## config.mk

```make
export PLATFORM = sky130hd
export DESIGN_NAME = hqvs_cell
export DESIGN_NICKNAME = d
export VERILOG_FILES = /design/src/hqvs_pkg.sv /design/src/hqvs_cell.sv
export SDC_FILE = /design/constraint.sdc
export NUM_CORES = 1
export LEC_CHECK = 0
export BUFFER_PORTS_ARGS = -buffer_cell sky130_fd_sc_hd__buf_2
export CORE_MARGIN = 2
export CORE_UTILIZATION = 45
export CTS_CLUSTER_DIAMETER = 50
export CTS_CLUSTER_SIZE = 20
export DETAILED_ROUTE_END_ITERATION = 8
export PLACE_DENSITY = 0.66
export SYNTH_ARGS = -nofsm -noshare
export SYNTH_HDL_FRONTEND = slang
export SYNTH_SLANG_ARGS = --single-unit
```

## constraint.sdc

```tcl
create_clock -name clk -period 8.34 [get_ports clk]
set_input_delay 0.834 -clock clk [delete_from_list [all_inputs] [get_ports clk]]
set_output_delay 0.834 -clock clk [all_outputs]
set_load 0.005 [all_outputs]
```

## src/hqvs_pkg.sv

```systemverilog
`timescale 1ns / 1ps

package hqvs_pkg;

  // block sizes
  localparam int ANGLE_BITS     = 16;
  localparam int ACC_BITS       = 32;
  localparam int TYPE_COUNT     = 8;
  localparam int SUBEVENT_COUNT = 8;

  // fixed field widths
  localparam int IO_W       = 32;
  localparam int WEIGHT_W   = 16;
  localparam int MASK_W     = 8;
  localparam int COUNT_W    = 8;
  localparam int HARM_W     = 4;
  localparam int PTYPE_W    = 3;
  localparam int SUBSEL_W   = 4;
  localparam int CFG_IDX_W  = 2;
  localparam int CFG_DATA_W = 4;

  // rotator datapath
  localparam int CORDIC_STEPS = 16;
  localparam int STEP_W       = $clog2(CORDIC_STEPS);
  localparam int PHASE_W      = 32;
  localparam int XY_W         = 32;
  localparam int Z_W          = PHASE_W + 1;
  localparam int TRIG_W       = XY_W;

  // weight product, trig product and rounding
  localparam int PROD_P_W    = 2 * WEIGHT_W + 1;
  localparam int PROD_W      = PROD_P_W + TRIG_W;
  localparam int ROUND_SHIFT = 40;
  localparam int TERM_W      = PROD_W - ROUND_SHIFT;

  // accumulator arithmetic width, with headroom over both load and accumulator
  localparam int WIDE_W = ((ACC_BITS > IO_W) ? ACC_BITS : IO_W) + 2;

  // register reset values
  localparam logic [HARM_W-1:0]          HARMONIC_RST = HARM_W'(2);
  localparam logic [PTYPE_W-1:0]         PTYPE_RST    = '0;
  localparam logic signed [SUBSEL_W-1:0] SUBSEL_RST   = '1;

  // start vector, prescaled by the inverse rotator gain, Q2.30
  localparam logic signed [XY_W-1:0] CORDIC_X0 = XY_W'(32'h26DD3B6A);

  // arctangent of 2^-i in 32-bit turn units
  localparam logic [PHASE_W-1:0] ATAN_TURN [CORDIC_STEPS] = '{
    32'h20000000, 32'h12E4051E, 32'h09FB385B, 32'h051111D4,
    32'h028B0D43, 32'h0145D7E1, 32'h00A2F61E, 32'h00517C55,
    32'h0028BE53, 32'h00145F2F, 32'h000A2F98, 32'h000517CC,
    32'h00028BE6, 32'h000145F3, 32'h0000A2FA, 32'h0000517D
  };

  // configuration register indexes
  typedef enum logic [CFG_IDX_W-1:0] {
    REG_HARMONIC        = 2'd0,
    REG_PARTICLE_TYPE   = 2'd1,
    REG_SUBEVENT_SELECT = 2'd2
  } cfg_reg_t;

  // one rotator stage
  typedef struct packed {
    logic                   valid;
    logic signed [XY_W-1:0] x;
    logic signed [XY_W-1:0] y;
    logic signed [Z_W-1:0]  z;
  } rot_t;

  // per-item control handed to the update stage
  typedef struct packed {
    logic load;
    logic sel;
    logic daughter;
    logic neg;
  } item_ctrl_t;

  // clamp a wide signed value to the accumulator range
  function automatic logic signed [ACC_BITS-1:0] sat_acc(input logic signed [WIDE_W-1:0] v);
    logic fits;
    fits = (v[WIDE_W-1:ACC_BITS-1] == {(WIDE_W-ACC_BITS+1){v[WIDE_W-1]}});
    if (fits) begin
      return v[ACC_BITS-1:0];
    end
    return {v[WIDE_W-1], {(ACC_BITS-1){~v[WIDE_W-1]}}};
  endfunction

endpackage

```

## src/hqvs_cell.sv

```systemverilog
`timescale 1ns / 1ps

module hqvs_cell (
  input  logic                         clk,
  input  logic                         rst,
  input  logic [hqvs_pkg::STEP_W-1:0]  step,
  input  hqvs_pkg::rot_t               din,
  output hqvs_pkg::rot_t               dout
);

  logic signed [hqvs_pkg::XY_W-1:0] x_sh;
  logic signed [hqvs_pkg::XY_W-1:0] y_sh;
  logic signed [hqvs_pkg::XY_W-1:0] x_next;
  logic signed [hqvs_pkg::XY_W-1:0] y_next;
  logic signed [hqvs_pkg::Z_W-1:0]  ang;
  logic signed [hqvs_pkg::Z_W-1:0]  z_next;

  logic                             valid;
  logic signed [hqvs_pkg::XY_W-1:0] x;
  logic signed [hqvs_pkg::XY_W-1:0] y;
  logic signed [hqvs_pkg::Z_W-1:0]  z;

  // one micro-rotation, direction from the sign of the residual angle
  always_comb begin
    x_sh = $signed(din.x) >>> step;
    y_sh = $signed(din.y) >>> step;
    ang  = $signed({1'b0, hqvs_pkg::ATAN_TURN[step]});
    if (!din.z[hqvs_pkg::Z_W-1]) begin
      x_next = din.x - y_sh;
      y_next = din.y + x_sh;
      z_next = din.z - ang;
    end else begin
      x_next = din.x + y_sh;
      y_next = din.y - x_sh;
      z_next = din.z + ang;
    end
  end

  // stage valid
  always_ff @(posedge clk) begin
    if (rst) begin
      valid <= 1'b0;
    end else begin
      valid <= din.valid;
    end
  end

  // stage data
  always_ff @(posedge clk) begin
    x <= x_next;
    y <= y_next;
    z <= z_next;
  end

  always_comb begin
    dout.valid = valid;
    dout.x     = x;
    dout.y     = y;
    dout.z     = z;
  end

endmodule

```

======== After elaboration in Yosys (flattened, before gate mapping) ========
Memory sizes are Yosys's and may differ from the RTL's.
Cells that the tools add are included.
operators by class
  shift-type cells ........................ 2
  bitwise logic cells ..................... 1
  add/subtract/negate cells ............... 6
  muxes and demuxes ....................... 5
  $lt $le $gt $ge ......................... 1
operators with widths
  cell                                        count
  2-to-1 mux 32 bit                           4
  adder 32 bit                                2
  >>> shifter 32 x 4 -> 32 bit                2
  subtractor 32 bit                           2
  adder 33 bit                                1
  2-to-1 mux 33 bit                           1
  subtractor 33 bit                           1
  >= comparator 5 bit, second input constant  1
  inverter 4 -> 5 bit                         1
word-level totals
  bits in read-only memories .............. 512
  output and inout port bits .............. 98
  register bits ........................... 98
  word-level logic and storage cells ...... 20
  input port bits ......................... 104
  memories kept ........................... 1
memory list
  memory            depth  bits a word  read ports  clocked after memory_dff  wr ports  RTL line         source
  (name not given)  16     32           1           0                         0         hqvs_cell.sv:27  ang = $signed({1'b0, hqvs_pkg::ATAN_TURN[step]});

======== Depth between registers and ports, before layout ========
Gate-level depths: netlist of run 1.
  depth in word-level cells ............... 6
  depth in mapped cells ................... 27
  depth with buffers taken out ............ 21

======== Worst setup path before layout of run 1 ========
No wires, ideal clock.
  path type ............................... input to register
  from .................................... input step[1] in the netlist's numbering
  to ...................................... register z[30] in the netlist's numbering
  stages .................................. 21
  path buffers ............................ 4
  data arrival time ....................... 6.400 ns
  data required time ...................... 8.218 ns
  library setup time ...................... 0.122 ns
  slack ................................... 1.818 ns
  cell sequence ........................... inv_1 buf_2 clkbuf_1 clkbuf_1 buf_1 ha_1 mux4_2 or3_1 nor3_1 a31oi_1 xor2_1 ha_1 a211oi_1 nor2_1 nor2_1 o21ai_0 a311oi_1 a21oi_1 a31o_2 o2111a_1 a311o_1
between the ends
  cells in the longest elaborated chain, start to end .. 6
  elaborated cells on any way between the ends .. 7
  those cells by class .................... add/sub (2); mux (3); bitwise (1); memory (1)
ends and longest elaborated chain
  what                                                       RTL line                          source
  start: declaration                                         hqvs_cell.sv:6                    input logic [hqvs_pkg::STEP_W-1:0] step,
  inverter 4 -> 5 bit (implied by the code) (*)              hqvs_cell.sv:27
  memory (16 x 32 bit) (*)                                   -
  2-to-1 mux 32 bit (implied by the code) (*) (2 in series)  hqvs_cell.sv:27
  subtractor 33 bit or adder 33 bit (tied branches)          hqvs_cell.sv:31, hqvs_cell.sv:35
  2-to-1 mux 33 bit (*)                                      hqvs_cell.sv:28                   if (!din.z[hqvs_pkg::Z_W-1]) begin
  via z_next (one bit)                                       hqvs_cell.sv:16                   logic signed [hqvs_pkg::Z_W-1:0] z_next;
  end signal: assignment                                     hqvs_cell.sv:52                   z <= z_next;
  end: declaration                                           hqvs_cell.sv:21                   logic signed [hqvs_pkg::Z_W-1:0] z;
The timed path passes the listed nets; every way through them passes the cells marked *. The select of a mux whose other input is x is not followed.
A chain may end at the register's enable or synchronous reset.

======== Worst setup path after layout of run 1 ========
  from .................................... input step[0] in the netlist's numbering
  to ...................................... register z[30] in the netlist's numbering
Same word-level chain as after synthesis.

==> impl_metrics.env, run 1 <==
export IMPL_slew_viol_final=0
export IMPL_fin_tns_setup_ns=0
export IMPL_dpl_cell_area_sq_um=14000
export IMPL_slowest_stage="buf_4"
export IMPL_io_pins=202
export IMPL_synth_ff_type="dfxtp_1"
export IMPL_place_gp_congestion=0.959
export IMPL_cap_violations=0
export IMPL_cts_buffers=9
export IMPL_synthTopCellsByCount="a21oi_1, nand2_1, nor2_1"
export IMPL_worst_path_stages=21
export IMPL_cp_num_buf_inv=2
export IMPL_crit_chain="buf_4 -> inv_2 -> ha_1 -> nor2_1 -> a211oi_1 -> a21oi_1 -> o21ai_1 -> or3_1 -> nor3_1 -> a31oi_1 -> xor2_1 -> ha_1 -> a211oi_1 -> nor2_1 -> nor2_1 -> o21ai_0 -> a311oi_1 -> a21oi_1 -> a31o_2 -> o2111a_1 -> a311o_1"
export IMPL_max_clock_freq_mhz=149
export IMPL_yosys_top_cells_area="dfxtp_1, mux4_2, ha_1, xnor2_1, a21oi_1"
export IMPL_syn_area_per_cell_sq_um=8.55
export IMPL_setup_worst_path_start="step[0]"
export IMPL_layout_nets=1857
export IMPL_powerDensity_nw_per_um2=183
export IMPL_num_vias=12300
export IMPL_multiInputGateArea_sq_um=10300
export IMPL_ff_latch_area_sq_um=1960
export IMPL_syn_nets=1716
export IMPL_dieWidth_microns=173
export IMPL_grt_max_degree=102
export IMPL_leakagePower_nw=6.18
export IMPL_postSynthCellCount=1503
export IMPL_syn2layout_area_growth_pct=11.3
export IMPL_post_route_drc_count=0
export IMPL_hold_path_depth=2
export IMPL_drtAntennaViolNets=0
export IMPL_worst_pin_slew_ns=0.963
export IMPL_cts_tree="built"
export IMPL_synth_most_common_cell="a21oi_1"
export IMPL_worstPathMaxFanout=64
export IMPL_die_y_microns=173
export IMPL_hold_class="input port to flop"
export IMPL_stdcell_area_sq_um=14300
export IMPL_cts_root_buffer="clkbuf_16"
export IMPL_ctsHoldBuffers=0
export IMPL_drive_gt1_share_pct=21.4
export IMPL_dr_pass1_iters=8
export IMPL_layout_min_cycle_time_ns=6.69
export IMPL_dieArea_sq_um=29900
export IMPL_overflow=0
export IMPL_crit_type="input port to flop"
export IMPL_synth_area_leader_cell="dfxtp_1"
export IMPL_cts_repair_resized=0
export IMPL_peakVddDrop_v=0.000114
export IMPL_cts_max_level=3
export IMPL_netlist_area_sq_um=12800
export IMPL_wl_microns=38200
export IMPL_coreArea_sq_um=27900
export IMPL_ys_ff_latch=98
export IMPL_nFillCells=2765
export IMPL_cts_sinks=98
export IMPL_synth_cell_types=90
export IMPL_portBuffers=201
export IMPL_outcome="complete, no violations"
export IMPL_fin_crit_sh_pct=80.3
export IMPL_arrival_ns=6.95
export IMPL_crit_top_cell="nor2_1"
export IMPL_start_util_pct=46.0
export IMPL_synth_seq_area_share_pct=15.3
export IMPL_yosys_warnings=0
export IMPL_avgRoutedWirePerCell_microns=18.8
export IMPL_post_cts_buffers=0
export IMPL_postSynth_asyncResetShare_pct=0
export IMPL_critPathCapture="z[30]"
export IMPL_drt_iter0_markers=1342
export IMPL_hold_violations=0
export IMPL_cp_required_ns=8.59
export IMPL_postLayoutCoreUtil_pct=51.2
export IMPL_fp_row_count=61
export IMPL_path_delay_family="compound AO/OA/AOI/OAI gates"
export IMPL_grt_pass1_vias=12000
export IMPL_cts_clk_slew_worst_paths_ns=0.07
export IMPL_cpPeakStageDelay_ns=0.67
export IMPL_grt_use_total_pct=25.0
export IMPL_slew_headroom_pct=35.8
export IMPL_antenna_found_initial=1
export IMPL_start_kind="input port"
export IMPL_synth_edf_count=0
export IMPL_grt_pass1_wl_microns=61600
export IMPL_dp_hpwl_microns=29600
export IMPL_yosysTopAreaCellShare_pct=15.3
export IMPL_grt_setup_unrepaired="no"
export IMPL_vias_per_cell=6.08
export IMPL_cts_buffer_depth=2
export IMPL_setup_violations=0
export IMPL_endpoint_kind="flop"
## flip-flops by register name, indices dropped and copies added (netlist names)
signal,cells
valid,1
x,32
y,32
z,33
## report_power, final
group	total (mW)	internal (mW)	switching [mW]
Clock	0.436	0.248	0.187
Sequential	0.721	0.676	0.0453
Combinational	1.46	0.670	0.794
## metrics by stage
stage,instances,total power [mW],hold WS [ns],setup slack (ns)
6_report,2028,2.62,0.616,1.65
4_1_cts,2027,2.64,0.596,1.69
2_1_floorplan,1503,1.72,0.906,1.82
3_3_place_gp,2011,2.17,0.988,1.34
5_1_grt,2027,2.83,0.611,1.03
3_5_place_dp,2011,2.19,0.995,1.29
## cell families (layout without fill, tap and decap cells)
kind of cell             after synthesis  count (layout)  share of synthesized area [%]
XOR/XNOR                             164             164                           11.2
adder cells (fa/ha/maj)              109             109                           10.8
AND/OR/NAND/NOR                      419             419                           16.0
buffers and inverters                117             263                           4.39
flip-flops                            98              98                           15.3
other                                  0               1                              0
multiplexers                         150             150                           19.5
AO/OA/AOI/OAI                        446             446                           22.8
## cell type report
cell class                      instances  area share (%)
Antenna cell                            1          0.0175
Clock buffer                           12            1.79
Clock inverter                          4           0.350
Inverter                               36           0.945
Multi-Input combinational cell       1288            72.2
Sequential cell                        98            13.7
Tap cell                              378            3.31
Timing Repair Buffer                  211            7.68
## how the worst min path moves through the flow
stage,endpoint,startpoint
6_report,valid,rst
5_1_grt,valid,rst
4_1_cts,valid,rst
3_5_place_dp,valid,rst
3_3_place_gp,valid,rst
2_1_floorplan,valid,rst
## routing by layer
layer  track usage, %  share of wire (%)  up-vias
li1                 -                  -     5926
met1             29.8                 41     5800
met2             43.3                 49      498
met3             4.64                6.5       97
met4             12.4                4.2        2
met5                0              0.034        -
## layout by cell type, fill, tap and decap left out, types with 11 or more instances in the layout
| master | n |
|---|---|
| a21oi_1 | 141 |
| mux2_2 | 17 |
| nand2_1 | 130 |
| o21ai_0 | 75 |
| nor2_1 | 114 |
| nor2b_1 | 17 |
| and3_1 | 21 |
| inv_1 | 32 |
| o21bai_1 | 14 |
| xnor2_1 | 102 |
| dfxtp_1 | 98 |
| nor3_1 | 34 |
| nand3_1 | 21 |
| mux4_2 | 77 |
| nand2b_1 | 12 |
| xor2_1 | 61 |
| a211oi_1 | 21 |
| ha_1 | 106 |
| and2_1 | 20 |
| buf_4 | 11 |
| o21a_1 | 24 |
| buf_2 | 199 |
| mux2i_1 | 54 |
| a31oi_1 | 27 |
| a21o_1 | 39 |
(Power assumes the default switching activity.)
==> inputs of run 2 (changes only) <==
clock period = 6.35 ns   (was 8.34 ns; I/O delays follow)
==> impl_metrics.env, run 2 (same netlist as run 1, synthesis figures left out) <==
export IMPL_outcome="complete, no violations"
export IMPL_nFillCells=2731
export IMPL_post_route_drc_count=0
export IMPL_cts_root_buffer="clkbuf_16"
export IMPL_syn2layout_area_growth_pct=13.1
export IMPL_ctsHoldBuffers=0
export IMPL_hold_class="input port to flop"
export IMPL_num_vias=12300
export IMPL_antenna_found_initial=1
export IMPL_dr_pass1_iters=6
export IMPL_layout_min_cycle_time_ns=5.76
export IMPL_grt_pass1_vias=11700
export IMPL_place_gp_congestion=0.958
export IMPL_top_register="z"
export IMPL_coreArea_sq_um=27900
export IMPL_dp_hpwl_microns=31100
export IMPL_overflow=0
export IMPL_diodes=0
export IMPL_grt_pass1_wl_microns=62000
export IMPL_arrival_ns=6.02
export IMPL_hold_path_depth=2
export IMPL_cp_required_ns=6.61
export IMPL_avgRoutedWirePerCell_microns=19.0
export IMPL_worstPathMaxFanout=67
export IMPL_worst_pin_slew_ns=1.11
export IMPL_powerDensity_nw_per_um2=238
export IMPL_stdcell_area_sq_um=14500
export IMPL_fin_tns_setup_ns=0
export IMPL_portBuffers=201
export IMPL_hold_violations=0
export IMPL_cts_sinks=98
export IMPL_die_y_microns=173
export IMPL_largest_reg_flops=33
export IMPL_start_kind="input port"
export IMPL_leakagePower_nw=6.33
export IMPL_peakVddDrop_v=0.000130
export IMPL_max_clock_freq_mhz=174
export IMPL_fin_crit_sh_pct=90.7
export IMPL_endpoint_kind="flop"
export IMPL_setup_slack_ns=0.589
export IMPL_dieArea_sq_um=29900
export IMPL_drtAntennaViolNets=0
export IMPL_drive_gt1_share_pct=22.6
export IMPL_cts_repair_resized=0
export IMPL_post_cts_buffers=0
export IMPL_cts_buffers=9
export IMPL_wl_microns=39000
export IMPL_cts_clk_slew_worst_paths_ns=0.08
export IMPL_min_from="rst"
export IMPL_io_pins=202
export IMPL_pre_cts_ws_ns=0.272
export IMPL_setup_violations=0
export IMPL_reg_top3="z: 33 flops, x: 32 flops, y: 32 flops"
export IMPL_layout_common_cells="buf_2, a21oi_1, nand2_1, nor2_1, ha_1"
export IMPL_cts_buffer_depth=2
export IMPL_start_util_pct=46.0
export IMPL_drt_iter0_markers=950
export IMPL_cap_violations=0
export IMPL_layout_commonest_cell="buf_2"
export IMPL_grt_use_total_pct=25.5
export IMPL_grt_max_degree=68
export IMPL_dpl_cell_area_sq_um=14200
export IMPL_dieWidth_microns=173
export IMPL_slew_headroom_pct=26.1
export IMPL_cts_tree="built"
export IMPL_layout_nets=1882
export IMPL_crit_type="input port to flop"
export IMPL_report_power_total_mw=3.46
export IMPL_slew_viol_final=0
export IMPL_vias_per_cell=5.99
export IMPL_cts_max_level=3
export IMPL_fp_row_count=61
export IMPL_grt_setup_unrepaired="no"
export IMPL_setup_worst_path_start="step[0]"
==> run 2: changes by cell type in the layout (fill, tap and decap cells not counted), sizes merged <==
| cell | before | now |
|---|---|---|
| buf | 211 | 236 |
| diode | 1 | 0 |
| clkbuf | 12 | 11 |
| inv | 35 | 36 |
| clkinvlp | 2 | 0 |
| clkinv | 2 | 4 |
==> run 2: worst max-delay path: stages <==
cell	delay, ns
buf_4	0.33
buf_12	0.39
mux4_2	0.63
mux4_2	0.52
nand4b_2	0.32
inv_1	0.17
nand2_1	0.08
o31a_1	0.29
xnor2_1	0.13
ha_1	0.38
nand3_1	0.09
or4_1	0.52
a221oi_1	0.33
a31oi_1	0.12
a31oi_1	0.27
a211oi_1	0.18
o31ai_1	0.31
a21oi_1	0.13
xnor2_1	0.14
==> run 2: path summary, 6_finish.rpt <==
| check | end | slack (ns) |
|---|---|---|
| setup / recovery | y[30] | 0.59 |
| hold / removal | valid | 0.43 |
==> run 2: routing by layer <==
layer	GRT usage, %	vias to the layer above	wire (microns)
li1	-	5984	-
met4	11.7	2	1710
met1	32.1	5765	16400
met5	0	-	13
met3	3.50	87	2140
met2	43.3	450	18700
==> run 2: final cells by class <==
class | instances | area (sq um) | area share [%]
Timing Repair Buffer | 236 | 1320 | 9.11
Inverter | 36 | 135 | 0.930
Multi-Input combinational cell | 1288 | 10300 | 71.0
Tap cell | 378 | 473 | 3.26
Sequential cell | 98 | 1960 | 13.5
Clock inverter | 5 | 61.3 | 0.422
Clock buffer | 11 | 253 | 1.74
==> run 2: stage by stage <==
stage / std cells / utilization, % / hold slack, ns
finish: 2052 / 52.0 / 0.426
global route: 2052 / 52.0 / 0.424
CTS: 2052 / 52.0 / 0.411
detailed placement: 2036 / 50.9 / 0.801
global placement: 2036 / 50.9 / 0.789
floorplan: 1503 / - / 0.707
==> run 2: where the power goes <==
group / switching [mW] / leakage [nW] / internal [mW]
registers: 0.0578 / 0.827 / 0.887
clock network: 0.255 / 0.156 / 0.329
logic: 1.04 / 5.35 / 0.896
